==> src/sv/assert_macros.svh <==
// Assertion macros shared by the RTL.
// Checks are compiled out when SYNTHESIS is defined.
`ifndef ASSERT_MACROS_SVH
`define ASSERT_MACROS_SVH

`ifndef SYNTHESIS

`define ETF_ASSERT_IMP(lbl, clk, rstn, ante, cons, msg) \
    lbl: assert property (@(posedge clk) disable iff (!rstn) (ante) |-> (cons)) \
        else $error(msg);

`define ETF_ASSERT_NXT(lbl, clk, rstn, ante, cons, msg) \
    lbl: assert property (@(posedge clk) disable iff (!rstn) (ante) |=> (cons)) \
        else $error(msg);

`else

`define ETF_ASSERT_IMP(lbl, clk, rstn, ante, cons, msg)

`define ETF_ASSERT_NXT(lbl, clk, rstn, ante, cons, msg)

`endif

`endif

==> src/sv/etf_pkg.sv <==
`timescale 1ns / 1ps

package etf_pkg;

    localparam int FRAC_BITS = 28;
    localparam int MAX_SIDE  = 4096;

    localparam int COORD_W = 32;
    localparam int PROD_W  = 2 * COORD_W;
    localparam int IDX_W   = 12;
    localparam int ITER_W  = 16;
    localparam int GAIN_W  = 8;
    localparam int NUM_W   = ITER_W + GAIN_W;
    localparam int LANES   = 3;
    localparam int CFG_W   = 32;
    localparam int CIDX_W  = 3;
    localparam int IN_W    = 24;
    localparam int OUT_W   = 72;

    localparam int CTRL_JULIA_BIT = 0;
    localparam int CTRL_GRAY_BIT  = 1;

    localparam logic [1:0]        RST_CONTROL   = 2'd0;
    localparam logic [ITER_W-1:0] RST_MAX_ITER  = 16'd200;
    localparam logic [31:0]       RST_ORIGIN_RE = 32'hE000_0000;
    localparam logic [31:0]       RST_ORIGIN_IM = 32'h2000_0000;
    localparam logic [30:0]       RST_STEP      = 31'd1073742;
    localparam logic [31:0]       RST_JULIA_RE  = 32'hF333_3333;
    localparam logic [31:0]       RST_JULIA_IM  = 32'd41875931;
    localparam logic [23:0]       RST_GAINS     = 24'd655873;

    localparam logic [GAIN_W-1:0] GRAY_GAIN = 8'd255;

    localparam logic signed [PROD_W-1:0] ESC_LIMIT = 64'sd4 <<< FRAC_BITS;
    localparam logic signed [PROD_W-1:0] SAT_MAX   = 64'sd2147483647;
    localparam logic signed [PROD_W-1:0] SAT_MIN   = -64'sd2147483648;

    typedef enum logic [CIDX_W-1:0] {
        REG_CONTROL   = 3'd0,
        REG_MAX_ITER  = 3'd1,
        REG_ORIGIN_RE = 3'd2,
        REG_ORIGIN_IM = 3'd3,
        REG_STEP      = 3'd4,
        REG_JULIA_RE  = 3'd5,
        REG_JULIA_IM  = 3'd6,
        REG_GAINS     = 3'd7
    } cfg_idx_t;

    typedef enum logic [3:0] {
        ST_IDLE,
        ST_COORD_MUL,
        ST_COORD_ADD,
        ST_MUL,
        ST_CHECK,
        ST_COLOR_MUL,
        ST_DIV_START,
        ST_DIV,
        ST_OUT
    } state_t;

    typedef struct packed {
        logic [1:0]        control;
        logic [ITER_W-1:0] max_iter;
        logic [31:0]       origin_re;
        logic [31:0]       origin_im;
        logic [30:0]       step;
        logic [31:0]       julia_re;
        logic [31:0]       julia_im;
        logic [23:0]       gains;
    } cfg_t;

    typedef struct packed {
        logic [LANES-1:0][COORD_W-1:0] a;
        logic [LANES-1:0][COORD_W-1:0] b;
    } mul_op_t;

    function automatic logic [COORD_W-1:0] sat32(input logic signed [PROD_W-1:0] v);
        logic [COORD_W-1:0] r;
        if (v > SAT_MAX)
        begin
            r = SAT_MAX[COORD_W-1:0];
        end
        else if (v < SAT_MIN)
        begin
            r = SAT_MIN[COORD_W-1:0];
        end
        else
        begin
            r = v[COORD_W-1:0];
        end
        return r;
    endfunction

endpackage

==> src/sv/etf_cfg.sv <==
`timescale 1ns / 1ps

module etf_cfg (
    input  logic                     clk,
    input  logic                     rst_n,
    input  logic                     cfg_we,
    input  logic [etf_pkg::CIDX_W-1:0] cfg_index,
    input  logic [etf_pkg::CFG_W-1:0]  cfg_wdata,
    output etf_pkg::cfg_t            cfg
);
    import etf_pkg::*;

    cfg_t cfg_reg;

    always_ff @(posedge clk or negedge rst_n)
    begin
        if (!rst_n)
        begin
            cfg_reg.control   <= RST_CONTROL;
            cfg_reg.max_iter  <= RST_MAX_ITER;
            cfg_reg.origin_re <= RST_ORIGIN_RE;
            cfg_reg.origin_im <= RST_ORIGIN_IM;
            cfg_reg.step      <= RST_STEP;
            cfg_reg.julia_re  <= RST_JULIA_RE;
            cfg_reg.julia_im  <= RST_JULIA_IM;
            cfg_reg.gains     <= RST_GAINS;
        end
        else if (cfg_we)
        begin
            case (cfg_idx_t'(cfg_index))
                REG_CONTROL:   cfg_reg.control   <= cfg_wdata[1:0];
                REG_MAX_ITER:  cfg_reg.max_iter  <= cfg_wdata[ITER_W-1:0];
                REG_ORIGIN_RE: cfg_reg.origin_re <= cfg_wdata;
                REG_ORIGIN_IM: cfg_reg.origin_im <= cfg_wdata;
                REG_STEP:      cfg_reg.step      <= cfg_wdata[30:0];
                REG_JULIA_RE:  cfg_reg.julia_re  <= cfg_wdata;
                REG_JULIA_IM:  cfg_reg.julia_im  <= cfg_wdata;
                REG_GAINS:     cfg_reg.gains     <= cfg_wdata[23:0];
                default:       cfg_reg.control   <= cfg_reg.control;
            endcase
        end
    end

    assign cfg = cfg_reg;

endmodule

==> config.mk <==
export PLATFORM = sky130hd
export DESIGN_NAME = etf_cfg
export DESIGN_NICKNAME = d
export VERILOG_FILES = /design/src/sv/assert_macros.svh /design/src/sv/etf_pkg.sv /design/src/sv/etf_cfg.sv
export SDC_FILE = /design/constraint.sdc
export NUM_CORES = 1
export LEC_CHECK = 0
export BUFFER_PORTS_ARGS = -buffer_cell sky130_fd_sc_hd__buf_4
export CAP_MARGIN = 20
export CORE_ASPECT_RATIO = 0.6
export CORE_UTILIZATION = 55
export CTS_CLUSTER_SIZE = 16
export DETAILED_ROUTE_END_ITERATION = 10
export PLACE_DENSITY = 0.85
export SYNTH_ARGS = -nofsm -noshare
export SYNTH_HDL_FRONTEND = slang
export SYNTH_SLANG_ARGS = --single-unit
==> constraint.sdc <==
create_clock -name clk -period 1.32 [get_ports clk]
set_input_delay 0.132 -clock clk [delete_from_list [all_inputs] [get_ports clk]]
set_output_delay 0.132 -clock clk [all_outputs]
set_load 0.01 [all_outputs]
## After elaboration in Yosys (flattened, before gate mapping)

Index checks and enable logic that the tools add are counted.

- Equal/unequal tests: 7
- Reduce and logical (&&, ||, !) cells: 9

Operators by type and width:

| operator | count |
|---|---|
| AND reduction 2 bit | 8 |
| == test 3 bit (second input constant) | 4 |
| == test 3 x 2 -> 1 bit (second input constant) | 2 |
| == test 3 x 1 -> 1 bit (second input constant) | 1 |
| logical NOT 3 bit | 1 |

- Register bits: 201
- Input bits: 38
- Output and inout port bits: 201
- Word-level logic and storage cells: 24

## Logic depth before layout (Yosys ltp)

- Depth in word-level cells: 2
- Gate-level depth with buffers: 5
- Gate-level depth less buffers: 2

## Least setup slack after synthesis

Ideal clock, no wire load.

- Kind: input to register
- Start point: input port cfg_index[1] in the netlist's numbering
- End point: register cfg_reg (netlist bit cfg[88])
- Library setup time: 125 ps
- Data arrival time: 1,112 ps
- Data required time: 1,195 ps
- Slack: 83 ps
- Stages on the path: 4
- Path buffers: 2
- Cell sequence: buf_4 and4bb_4 buf_6 mux2_2

- Longest elaborated chain between the ends: 2

Ends and longest elaborated chain:

| what | line | text |
|---|---|---|
| from (decl) | etf_cfg.sv:7 | `input logic [etf_pkg::CIDX_W-1:0] cfg_index,` |
| == test 3 bit | etf_cfg.sv:30 | `case (cfg_idx_t'(cfg_index))` |
| AND reduction 2 bit (no source line) | -- |  |
| to (decl) | etf_cfg.sv:13 | `cfg_t cfg_reg;` |

Every way passes these cells.
A chain may end at the register's enable or synchronous reset.

## Worst setup path in the final report

- Start point: register cfg_reg (netlist bit cfg[108])
- End point: output port cfg[108] in the netlist's numbering

RTL lines:

| what | line | text |
|---|---|---|
| to (decl) | etf_cfg.sv:9 | `output etf_pkg::cfg_t cfg` |

No word-level cell between the ends.

==> results.md <==
* Int Power at 13800 µW
* Resize count post-CTS at 0
* Post-synth design cell area at 7870 µm²
* Full die area at 14800 µm²
* PD cells at 1720 nW/µm²
* CTS clk-pin slew, worst paths at 60 ps
* Slew Limit Headroom at 68.6%
* Vias in the first global route at 5347
* Placement Setup Slack at -43.1 ps
* Later-pin clock latency in the skew report at 470 ps
* Final nets at 766
* CTS Sinks at 201
* Clock Tree Buf Depth at 3
* Post-synthesis sequential area ratio at 64.8%
* Largest register FFs at 201
* Top delay family on crit path: flip-flops
* Leakage at 0.00515 µW
* Post-synth top cells: 145 x dfrtp_1, 144 x mux2_2, 56 x dfstp_2
* Setup Fix Bufs, Post-CTS at 0
* Post-synth EDFFs at 0
* Syn Nets at 472
* RSZ-0062 raised after global routing: false
* Reg-to-reg slack, setup at 460 ps
* Status: complete, no violations
* IO Pins at 239
* WL final at 19.9 mm
* Comb power frac at 26.9%
* Dominant synthesized flop cell: dfrtp_1
* Mapped Cells at 434
* Die Y at 94.7 µm
* First-pass GRT wire length at 30.6 mm
* Syn_area_per_cell at 18.1 µm²
* Crit end category: primary output
* Cell at the slowest stage of the critical path: dfstp_2
* Fmax at 0.783 GHz
* Final period utilization at 96.8%
* GRT Max-Usage Layer: met2
* Sequential share of power at 45.8%
* Initial DRC count at 139
* Final Hold Fails at 0
* Worst path arrival time at 1150 ps
* Final GP Congestion at 0.778
* Clock Skews at 0 ps
* Synth area leaders: dfrtp_1 46%, mux2_2 21%, dfstp_2 19%
* CP peak stage delay at 540 ps
* R2R cell count at 1
* Design Area, Final at 11000 µm²
* DRT antenna net count at 0
* DP Area at 10100 µm²
* CTS Hold Bufs at 33
* P&R area growth vs syn at 39.5%
* Top-count cell post-synth: dfrtp_1
* Hpwl dp at 13.8 mm
* # rows at 33
* Remaining global-route overflow at 0
* Synth Register Bits at 201
* Post-route setup TNS at 0 ps
* Critical Path RT at 1190 ps
* Initial antenna violation count at 0
* Initial core utilization at 57.1%
* Crit path buffers/inverters at 1
* CTS tree: built
* DR vias at 4869
* Clock share of power at 27.3%
* ANT cells at 0
* Slew Viols, Final at 0
* WL/cell at 21.4 µm
* Port Buffers at 238
* Grt met2 use at 47.7%
* Clock Root Buffer: clkbuf_16
* DRC viols at 0
* Synth cell types at 14
* Post-synth top area share at 46.1%
* Largest net degree at the start of global routing at 47
* Worst-path maximum fanout at 2
* Total global-route track usage at 27.6%
* Fraction of power spent switching nets at 27.1%
* Pre-antenna DRT Iters at 4
* Setup violators final at 0
* Share of cells above drive strength 1 at 72.4%
* Biggest area consumer among synthesized cells: dfrtp_1
* Core Region at 13800 µm²
* Met1 Usage GRT at 34.6%
* Critical path cell sequence: buf_4
* Met3 GRT Util at 7.71%
* Total power at 18900 µW
* Die width at 156 µm
* Critical Path Source Type: flip-flop
* Worst-Margin Slew at 471 ps
* Fin util at 79.6%
* Switch Pwr at 5130 µW
* Max-cap violations at 0
* Htree depth at 1
* VDD IR-drop max at 1.47 mV
* Worst hold path type: in -> async
* Vias/cell at 5.24
* Levels on crit path at 1
* Yosys warnings at 0
* Asr flop ratio synth at 100%
* CP Class: reg -> out
* CTS Buf Count at 19
* Setup ws final at 42.8 ps
* Minimum clock period at 1280 ps
## per-layer routing
layer  share of wire (%)  up-vias
li1                    -     2130
met1                  42     2526
met2                  49      177
met3                 6.7       36
met4                 1.7        0
met5                   0        -
## power by group through the flow
stage / logic [µW] / registers, µW / clock network, µW
2_1_floorplan: 1460 / 9220 / 0
3_3_place_gp: 4860 / 8630 / 0
3_5_place_dp: 5030 / 8720 / 0
4_1_cts: 5120 / 8640 / 5230
5_1_grt: 5400 / 8800 / 5460
6_report: 5080 / 8650 / 5160
## area by class of cell
cell class | count | area [µm²]
Sequential cell | 201 | 5100
Clock inverter | 3 | 43.8
Multi-Input combinational cell | 209 | 2550
Tap cell | 192 | 240
Clock buffer | 28 | 529
Fill cell | 766 | 2810
Timing Repair Buffer | 297 | 2520
## cell families (layout without fill, tap and decap cells)
family / count (synthesis) / in the layout / share of synthesized area, %
muxes: 201 / 201 / 30.7
DFF: 201 / 201 / 64.8
and+or+nand+nor: 8 / 8 / 1.70
buffers and inverters: 24 / 328 / 2.86
## path summary, 6_finish.rpt
| check | startpoint | endpoint |
|---|---|---|
| max in group asynchronous | rst_n | cfg[108] |
| setup / recovery | cfg[108] | cfg[108] |
| setup reg to reg | cfg[137] | cfg[137] |
| hold / removal | rst_n | cfg[74] |
| min in group clk | cfg_index[1] | cfg[199] |
| hold reg to reg | cfg[54] | cfg[54] |
## cells in the final DEF (no fill, tap or decap), drive strengths merged, types with 3 or more instances in the layout
cell type    synthesis  layout
nand4b               3       3
dfstp               56      56
and4bb               3       3
mux2               201     201
dfrtp              145     145
buf                 24     263
clkbuf               0      29
dlygate4sd3          0      33
## through the flow
step | instances | hold WS [ps]
3_3_place_gp | 866 | 116
3_5_place_dp | 866 | 126
4_1_cts | 930 | 190
5_1_grt | 930 | 207
6_report | 930 | 183
2_1_floorplan | 434 | -164
(Power assumes the default switching activity.)
