<file path="src/sv/assert_macros.svh">
// Assertion macros shared by the RTL.
// Checks are compiled out when SYNTHESIS is defined.
`ifndef ASSERT_MACROS_SVH
`define ASSERT_MACROS_SVH

`ifndef SYNTHESIS

`define ETF_ASSERT_IMP(lbl, clk, rstn, ante, cons, msg) \
    lbl: assert property (@(posedge clk) disable iff (!rstn) (ante) |-> (cons)) \
        else $error(msg);

`define ETF_ASSERT_NXT(lbl, clk, rstn, ante, cons, msg) \
    lbl: assert property (@(posedge clk) disable iff (!rstn) (ante) |=> (cons)) \
        else $error(msg);

`else

`define ETF_ASSERT_IMP(lbl, clk, rstn, ante, cons, msg)

`define ETF_ASSERT_NXT(lbl, clk, rstn, ante, cons, msg)

`endif

`endif

</file>
<file path="src/sv/etf_pkg.sv">
`timescale 1ns / 1ps

package etf_pkg;

    localparam int FRAC_BITS = 28;
    localparam int MAX_SIDE  = 4096;

    localparam int COORD_W = 32;
    localparam int PROD_W  = 2 * COORD_W;
    localparam int IDX_W   = 12;
    localparam int ITER_W  = 16;
    localparam int GAIN_W  = 8;
    localparam int NUM_W   = ITER_W + GAIN_W;
    localparam int LANES   = 3;
    localparam int CFG_W   = 32;
    localparam int CIDX_W  = 3;
    localparam int IN_W    = 24;
    localparam int OUT_W   = 72;

    localparam int CTRL_JULIA_BIT = 0;
    localparam int CTRL_GRAY_BIT  = 1;

    localparam logic [1:0]        RST_CONTROL   = 2'd0;
    localparam logic [ITER_W-1:0] RST_MAX_ITER  = 16'd200;
    localparam logic [31:0]       RST_ORIGIN_RE = 32'hE000_0000;
    localparam logic [31:0]       RST_ORIGIN_IM = 32'h2000_0000;
    localparam logic [30:0]       RST_STEP      = 31'd1073742;
    localparam logic [31:0]       RST_JULIA_RE  = 32'hF333_3333;
    localparam logic [31:0]       RST_JULIA_IM  = 32'd41875931;
    localparam logic [23:0]       RST_GAINS     = 24'd655873;

    localparam logic [GAIN_W-1:0] GRAY_GAIN = 8'd255;

    localparam logic signed [PROD_W-1:0] ESC_LIMIT = 64'sd4 <<< FRAC_BITS;
    localparam logic signed [PROD_W-1:0] SAT_MAX   = 64'sd2147483647;
    localparam logic signed [PROD_W-1:0] SAT_MIN   = -64'sd2147483648;

    typedef enum logic [CIDX_W-1:0] {
        REG_CONTROL   = 3'd0,
        REG_MAX_ITER  = 3'd1,
        REG_ORIGIN_RE = 3'd2,
        REG_ORIGIN_IM = 3'd3,
        REG_STEP      = 3'd4,
        REG_JULIA_RE  = 3'd5,
        REG_JULIA_IM  = 3'd6,
        REG_GAINS     = 3'd7
    } cfg_idx_t;

    typedef enum logic [3:0] {
        ST_IDLE,
        ST_COORD_MUL,
        ST_COORD_ADD,
        ST_MUL,
        ST_CHECK,
        ST_COLOR_MUL,
        ST_DIV_START,
        ST_DIV,
        ST_OUT
    } state_t;

    typedef struct packed {
        logic [1:0]        control;
        logic [ITER_W-1:0] max_iter;
        logic [31:0]       origin_re;
        logic [31:0]       origin_im;
        logic [30:0]       step;
        logic [31:0]       julia_re;
        logic [31:0]       julia_im;
        logic [23:0]       gains;
    } cfg_t;

    typedef struct packed {
        logic [LANES-1:0][COORD_W-1:0] a;
        logic [LANES-1:0][COORD_W-1:0] b;
    } mul_op_t;

    function automatic logic [COORD_W-1:0] sat32(input logic signed [PROD_W-1:0] v);
        logic [COORD_W-1:0] r;
        if (v > SAT_MAX)
        begin
            r = SAT_MAX[COORD_W-1:0];
        end
        else if (v < SAT_MIN)
        begin
            r = SAT_MIN[COORD_W-1:0];
        end
        else
        begin
            r = v[COORD_W-1:0];
        end
        return r;
    endfunction

endpackage

</file>
<file path="src/sv/etf_div.sv">
`timescale 1ns / 1ps
`include "assert_macros.svh"

// Restoring divider, one quotient bit per cycle, three lanes sharing a divisor.
// Quotient must fit GAIN_W bits (dividend < divisor << GAIN_W).
module etf_div (
    input  logic                                            clk,
    input  logic                                            rst_n,
    input  logic                                            start,
    input  logic [etf_pkg::LANES-1:0][etf_pkg::NUM_W-1:0]   dividend,
    input  logic [etf_pkg::ITER_W-1:0]                      divisor,
    output logic [etf_pkg::LANES-1:0][etf_pkg::GAIN_W-1:0]  quotient,
    output logic                                            busy
);
    import etf_pkg::*;

    localparam int CNT_W = $clog2(GAIN_W + 1);
    localparam logic [CNT_W-1:0] DIV_STEPS = CNT_W'(GAIN_W);

    logic [CNT_W-1:0]                  cnt_reg, cnt_next;
    logic [LANES-1:0][ITER_W-1:0]      rem_reg, rem_next;
    logic [LANES-1:0][GAIN_W-1:0]      quo_reg, quo_next;
    logic [LANES-1:0][ITER_W:0]        trial;
    logic [LANES-1:0]                  ge;

    always_comb
    begin
        for (int i = 0; i < LANES; i++)
        begin
            trial[i] = {rem_reg[i], quo_reg[i][GAIN_W-1]};
            ge[i]    = trial[i] >= {1'b0, divisor};
            if (start)
            begin
                rem_next[i] = dividend[i][NUM_W-1:GAIN_W];
                quo_next[i] = dividend[i][GAIN_W-1:0];
            end
            else if (cnt_reg != '0)
            begin
                rem_next[i] = ge[i] ? ITER_W'(trial[i] - {1'b0, divisor})
                                    : trial[i][ITER_W-1:0];
                quo_next[i] = {quo_reg[i][GAIN_W-2:0], ge[i]};
            end
            else
            begin
                rem_next[i] = rem_reg[i];
                quo_next[i] = quo_reg[i];
            end
        end
        if (start)
        begin
            cnt_next = DIV_STEPS;
        end
        else if (cnt_reg != '0)
        begin
            cnt_next = cnt_reg - CNT_W'(1);
        end
        else
        begin
            cnt_next = cnt_reg;
        end
    end

    always_ff @(posedge clk or negedge rst_n)
    begin
        if (!rst_n)
        begin
            cnt_reg <= '0;
        end
        else
        begin
            cnt_reg <= cnt_next;
        end
    end

    always_ff @(posedge clk)
    begin
        rem_reg <= rem_next;
        quo_reg <= quo_next;
    end

    assign quotient = quo_reg;
    assign busy     = (cnt_reg != '0);

    `ETF_ASSERT_IMP(a_cnt_range, clk, rst_n, 1'b1, cnt_reg <= DIV_STEPS, "div count out of range")
    `ETF_ASSERT_NXT(a_cnt_step, clk, rst_n, cnt_reg != '0 && !start, cnt_reg == $past(cnt_reg) - CNT_W'(1), "div count skipped")

endmodule

</file>
<file path="config.mk">
export PLATFORM = sky130hd
export DESIGN_NAME = etf_div
export DESIGN_NICKNAME = d
export VERILOG_FILES = /design/src/sv/etf_pkg.sv /design/src/sv/etf_div.sv
export VERILOG_INCLUDE_DIRS = /design/src /design/src/sv
export SDC_FILE = /design/constraint.sdc
export NUM_CORES = 1
export LEC_CHECK = 0
export ABC_AREA = 1
export ABC_CLOCK_PERIOD_IN_PS = 3200
export BUFFER_PORTS_ARGS = -buffer_cell sky130_fd_sc_hd__buf_2
export CAP_MARGIN = 20
export CORE_ASPECT_RATIO = 0.7
export CORE_MARGIN = 2
export CORE_UTILIZATION = 58
export CTS_CLUSTER_SIZE = 16
export DETAILED_ROUTE_END_ITERATION = 7
export GPL_TIMING_DRIVEN = 0
export PLACE_DENSITY = 0.9
export SKIP_CTS_REPAIR_TIMING = 1
export SLEW_MARGIN = 20
export SYNTH_ARGS = -nofsm -noshare
export SYNTH_HDL_FRONTEND = slang
export SYNTH_SLANG_ARGS = --single-unit
</file>
<file path="constraint.sdc">
create_clock -name clk -period 3.2 [get_ports clk]
set_input_delay 0.16 -clock clk [delete_from_list [all_inputs] [get_ports clk]]
set_output_delay 0.16 -clock clk [all_outputs]
set_load 0.05 [all_outputs]
</file>
* Yosys cells after proc, flatten, opt, wreduce, memory -nomap -nowiden
Cells that the tools add are included.
** Word-level totals
- Register bits :: 76
- Input port bits :: 91
- Output and inout port bits :: 25
** Cells by class
- Add/subtract/negate cells :: 4
- $lt $le $gt $ge :: 3
- Mux-type cells :: 17
- Reduce and logical (&&, ||, !) cells :: 2
** Operators by type and width (count)
- two-way mux 16 bit :: 9
- greater-or-equal comparator 17 x 16 -> 1 bit :: 3
- two-way mux 8 bit :: 6
- subtractor 16 bit :: 3
- two-way mux 4 bit :: 2
- nonzero test 4 bit :: 1
- subtractor 4 x 1 -> 4 bit (second input constant) :: 1
- nonzero test 2 bit :: 1

* Longest topological paths before layout
- Depth after elaboration :: 4
- Mapped depth :: 15
- Gate-level depth less buffers :: 15

* Worst setup path after synthesis
OpenSTA, ideal clock, no wires.
- Path type :: reg-to-reg
- Start point :: register cnt_reg[0]
- End point :: register quo_reg (netlist bit quotient[0]) (enable)
- Arrival time :: 2.017 ns
- Required time :: 2.451 ns
- Slack :: 0.434 ns
- Cell stages (with the launch flop) :: 6
- Buffers on the path :: 0
- Period minus slack after synthesis :: 2.766 ns
- Path through :: dfrtp_1 > inv_1 > ha_1 > nand2_1 > nor2_1 > nand2_1
** Between the ends
- Cells in the longest elaborated chain, start to end :: 2
** RTL lines
- from (decl) :: line etf_div.sv:20 : logic [CNT_W-1:0] cnt_reg, cnt_next;
- from (signal assigned) :: line etf_div.sv:71 : cnt_reg <= cnt_next;
- nonzero test 4 bit :: line etf_div.sv:37 : else if (cnt_reg != '0)
- nonzero test 2 bit (no line)
- to (signal assigned) :: line etf_div.sv:78 : quo_reg <= quo_next;
- to (decl) :: line etf_div.sv:22 : logic [LANES-1:0][GAIN_W-1:0] quo_reg, quo_next;
No other way between the ends.
A chain may end at the register's enable or synchronous reset.

==> metrics.sh <==
MOST_COMMON_LIBRARY_CELLS_AFTER_SYNTHESIS='453 x sky130_fd_sc_hd__nand2_1, 160 x sky130_fd_sc_hd__inv_1, 79 x sky130_fd_sc_hd__nand3_1'
CLKSLEWWORSTSETUPHOLDPATHS_NS=0.07
POSTSYNTHNETCOUNT=1206
CLOCKBUFFERDEPTH=2
SLEW_VIOLATIONS=0
TOP_SIGNAL_LAYER_USED='met4'
GRT_PASS1_WL_UM=34300
SETUP_SLACK_NS=0.819
ROUTED-WL-MET3_UM=2650
DESTINATION_OF_THE_WORST_HOLD_PATH='quotient[21]'
POST_ROUTE_MINIMUM_PERIOD_NS=2.38
MIN_FROM='dividend[53]'
DETAILEDPLACE.WORSTSLACK_NS=0.813
CTS_NUM_SINKS=76
SEQ_AREA_FRAC_SYNTH_PCT=31.6
GP_CONGESTION=0.989
FINALCOREUTILIZATION_PCT=69.8
HOLD_VIOLATIONS=0
FINALSETUPVIOLATIONS=0
DP.CELLS=1336
WORST_R2R_ENDPOINT='rem_reg[8]'
WORST-R2R-CELL-COUNT=13
POSTSYNTH.ASYNCRESETSHARE_PCT=5.26
FINAL_ROUTED_WIRE_LENGTH_DIVIDED_BY_CELL_COUNT_UM=15.9
CRIT_PATH_FREQUENT_CELL='sky130_fd_sc_hd__nand2_1'
SYNTHTOPCELLSBYAREA='sky130_fd_sc_hd__edfxtp_1 30%, sky130_fd_sc_hd__nand2_1 24%, sky130_fd_sc_hd__ha_1 8.6%'
MIN_PATH_TYPE='input pin to register'
TIMING.CRITICAL_PATH.MAX_DELAY_FAMILY='simple AND/OR/NAND/NOR gates'
SYNTHESIS.AREA_SQ_UM=7160
ROUTEDLENGTHMET1_UM=9390
REG2REG_SLACK_NS=0.82
GRT_UTIL_ALL_LAYERS_PCT=33.6
WORST_EP_REQUIRED_TIME_NS=3.31
RUN_STATUS='finished clean'
YOSYS_WARNING_TOTAL=0
FINAL_NET_COUNT=1334
DETAIL_ROUTE.ITER0.VIOLATIONS=840
WORST_SLEW_PIN_SLEW_NS=0.724
DIE-WIDTH_UM=137
PERIOD_SHARE_PCT=74.4
POWER.DENSITY_nW_PER_UM2=1010
CLK-INSERTION-DELAY-LATE_NS=0.35
LARGEST_REG_FLOPS=48
CTS_BUFFERS=9
TYPE_OF_ORIGIN_OF_THE_CRITICAL_PATH='register'
WHS_NS=0.0732
GRT_START_MAX_NET_PINS=53
PORT_BUFFERS=115
ARRIVAL_TIME_REPORTED_FOR_THE_CRITICAL_PATH_ENDPOINT_NS=2.49
SYNTH.DISTINCT_CELLS=39
INITIAL_CORE_UTIL_PCT=60.4
ACHIEVABLE-FREQUENCY_GHz=0.420
ROUTE.ANTENNA.REMAINING_NETS=0
POST-LAYOUT-TOTAL-POWER_mW=8.31
CLK_ROOT_BUFFER_CELL='sky130_fd_sc_hd__clkbuf_16'
SYNTH_FLOP_CELL='sky130_fd_sc_hd__edfxtp_1'
STATIC-LEAKAGE-POWER_nW=4.61
AREA_GROWTH_SYN_TO_LAYOUT_PCT=15.5
RSZ0062_AT_GRT='false'
POST-DP-HPWL_UM=16900
TIMING.SETUP.CRITICAL_PATH_CLASS='register to register'
GRT_PASS1_VIAS=6773
TIMING.CRITICAL_PATH.CELLS='inv_1 > ha_1 > inv_1 > fa_1 > nand2_1 > nand2_1 > nand2_1 > nor2_1 > nor2_1 > xor2_1 > nand2_1 > nand3_1 > nand2_1'
SETUP_SKEW_AFTER_LAYOUT_NS=0.0133
GRT.OVERFLOW.TOTAL=0
FIRST_PASS_ITERS=5
SYNTHESIS.INSTANCES=1063
INITIAL_ANTENNA_VIOLATION_COUNT=0
PATH_BUF_INV=2
TIMING.CRITICAL_PATH.DEPTH=13
HIGHEST_NET_FANOUT_ALONG_THE_WORST_PATH=4
HOLD_PATH_DEPTH=3
REGTOREGSTARTPOINT='quotient[7]'
DRV_CAP=0
FINALWIRELENGTH_UM=21600
CLOCK_TREE_FROM_TRITONCTS='built'
CORE-AREA_SQ_UM=11900
LAYOUT-DRIVE-GT1-SHARE_PCT=16.1
FP.DIEH_UM=96.9
STDCELL_COUNT=1353
VDD_IR_DROP_MAX_V=0.000590
FINALSETUPTNS_NS=0
ROUTE.VIAS.TOTAL=7383
END_KIND='register'
YS_FF_LATCH=76
DRC=0
SYNTH-EDFF-COUNT=72
POST-SYNTH-TOP-AREA-CELL='sky130_fd_sc_hd__edfxtp_1'
CRITPATHMAXSTAGEDELAY_NS=0.51
DETAILED_PLACE.AREA_SQ_UM=7960
MET2ROUTEDLENGTH_UM=8920
SYN-MEAN-INSTANCE-AREA_SQ_UM=6.73
PLACEMENT_ROWS=33
CTS-HTREE-LEVELS=3
DIEAREA_SQ_UM=13300
ROUTE.DETAILED.VIAS_PER_INST=5.46
STDCELL_AREA_SQ_UM=8270
IO_PINS=116
SLEW-LIMIT-HEADROOM_PCT=51.7
SYNTHMOSTINSTANTIATEDCELL='sky130_fd_sc_hd__nand2_1'
WORST_PATH_MAX_DELAY_CELL='sky130_fd_sc_hd__edfxtp_1'
N_ANTENNA_CELL=0
SYNTH_TOP_AREA_SHARE_PCT=30.2
[worst reg2reg max path, stage by stage, from the launching register on]
cell and delay, ns:
sky130_fd_sc_hd__edfxtp_1 0.51, sky130_fd_sc_hd__inv_1 0.11, sky130_fd_sc_hd__ha_1 0.15, sky130_fd_sc_hd__inv_1 0.08
sky130_fd_sc_hd__fa_1 0.39, sky130_fd_sc_hd__nand2_1 0.10, sky130_fd_sc_hd__nand2_1 0.10, sky130_fd_sc_hd__nand2_1 0.11
sky130_fd_sc_hd__nor2_1 0.05, sky130_fd_sc_hd__nor2_1 0.10, sky130_fd_sc_hd__xor2_1 0.19, sky130_fd_sc_hd__nand2_1 0.08
sky130_fd_sc_hd__nand3_1 0.10, sky130_fd_sc_hd__nand2_1 0.06
[how the worst max path moves through the flow]
| stage | from | endpoint |
|---|---|---|
| 2_1_floorplan | cnt_reg[0] | quotient[0] |
| 5_1_grt | quotient[7] | rem_reg[8] |
| 3_3_place_gp | start | rem_reg[14] |
| 6_report | quotient[7] | rem_reg[8] |
| 3_5_place_dp | divisor[11] | rem_reg[24] |
| 4_1_cts | rem_reg[22] | rem_reg[28] |
[logic make-up after synthesis]
logic type | Yosys count | share of synthesized area (%)
AO/OA/AOI/OAI | 44 | 3.55
XOR/XNOR | 20 | 2.45
adder cells (fa/ha/maj) | 52 | 9.41
buffers and inverters | 191 | 10.7
flip-flops | 76 | 31.6
AND/OR/NAND/NOR | 680 | 42.3
[cells in the final DEF, fill, tap and decap left out, types with 3 or more instances in the layout]
cell and n:
sky130_fd_sc_hd__xor2_1 7, sky130_fd_sc_hd__fa_1 3, sky130_fd_sc_hd__buf_6 4, sky130_fd_sc_hd__nand2_4 5, sky130_fd_sc_hd__nand3_2 16, sky130_fd_sc_hd__ha_1 49
sky130_fd_sc_hd__dfrtp_1 4, sky130_fd_sc_hd__nor3_1 10, sky130_fd_sc_hd__o21ai_1 9, sky130_fd_sc_hd__o21ai_2 5, sky130_fd_sc_hd__inv_1 160, sky130_fd_sc_hd__clkbuf_16 9
sky130_fd_sc_hd__nand2_1 452, sky130_fd_sc_hd__nand2_2 6, sky130_fd_sc_hd__nor2_2 6, sky130_fd_sc_hd__edfxtp_1 72, sky130_fd_sc_hd__buf_1 3, sky130_fd_sc_hd__nand3b_1 32
sky130_fd_sc_hd__a21oi_1 20, sky130_fd_sc_hd__clkbuf_1 12, sky130_fd_sc_hd__xnor2_1 13, sky130_fd_sc_hd__o21ai_0 4, sky130_fd_sc_hd__nor2_1 53, sky130_fd_sc_hd__buf_2 121
sky130_fd_sc_hd__nand3_1 79, sky130_fd_sc_hd__inv_2 6, sky130_fd_sc_hd__nand4_1 11
[layer usage]
metal	GRT usage [%]	vias to the layer above
met4	11.0	0
met5	0	-
met1	48.5	3299
met3	8.23	43
met2	49.2	422
li1	-	3619
[layout make-up]
class / instances / area [sq um]
buffer: 25 / 143
clock buffer: 10 / 229
clock inverter: 6 / 65.1
fill: 989 / 3580
inverter: 166 / 623
multi-input combinational: 796 / 4140
sequential: 76 / 2260
tap: 157 / 196
timing repair buffer: 117 / 613
[power breakdown]
group | internal, mW | switching [mW] | total (mW)
Clock | 0.607 | 0.451 | 1.06
Combinational | 1.85 | 3.45 | 5.30
Sequential | 1.67 | 0.283 | 1.96
No activity file was read; power rests on OpenSTA's default activity.
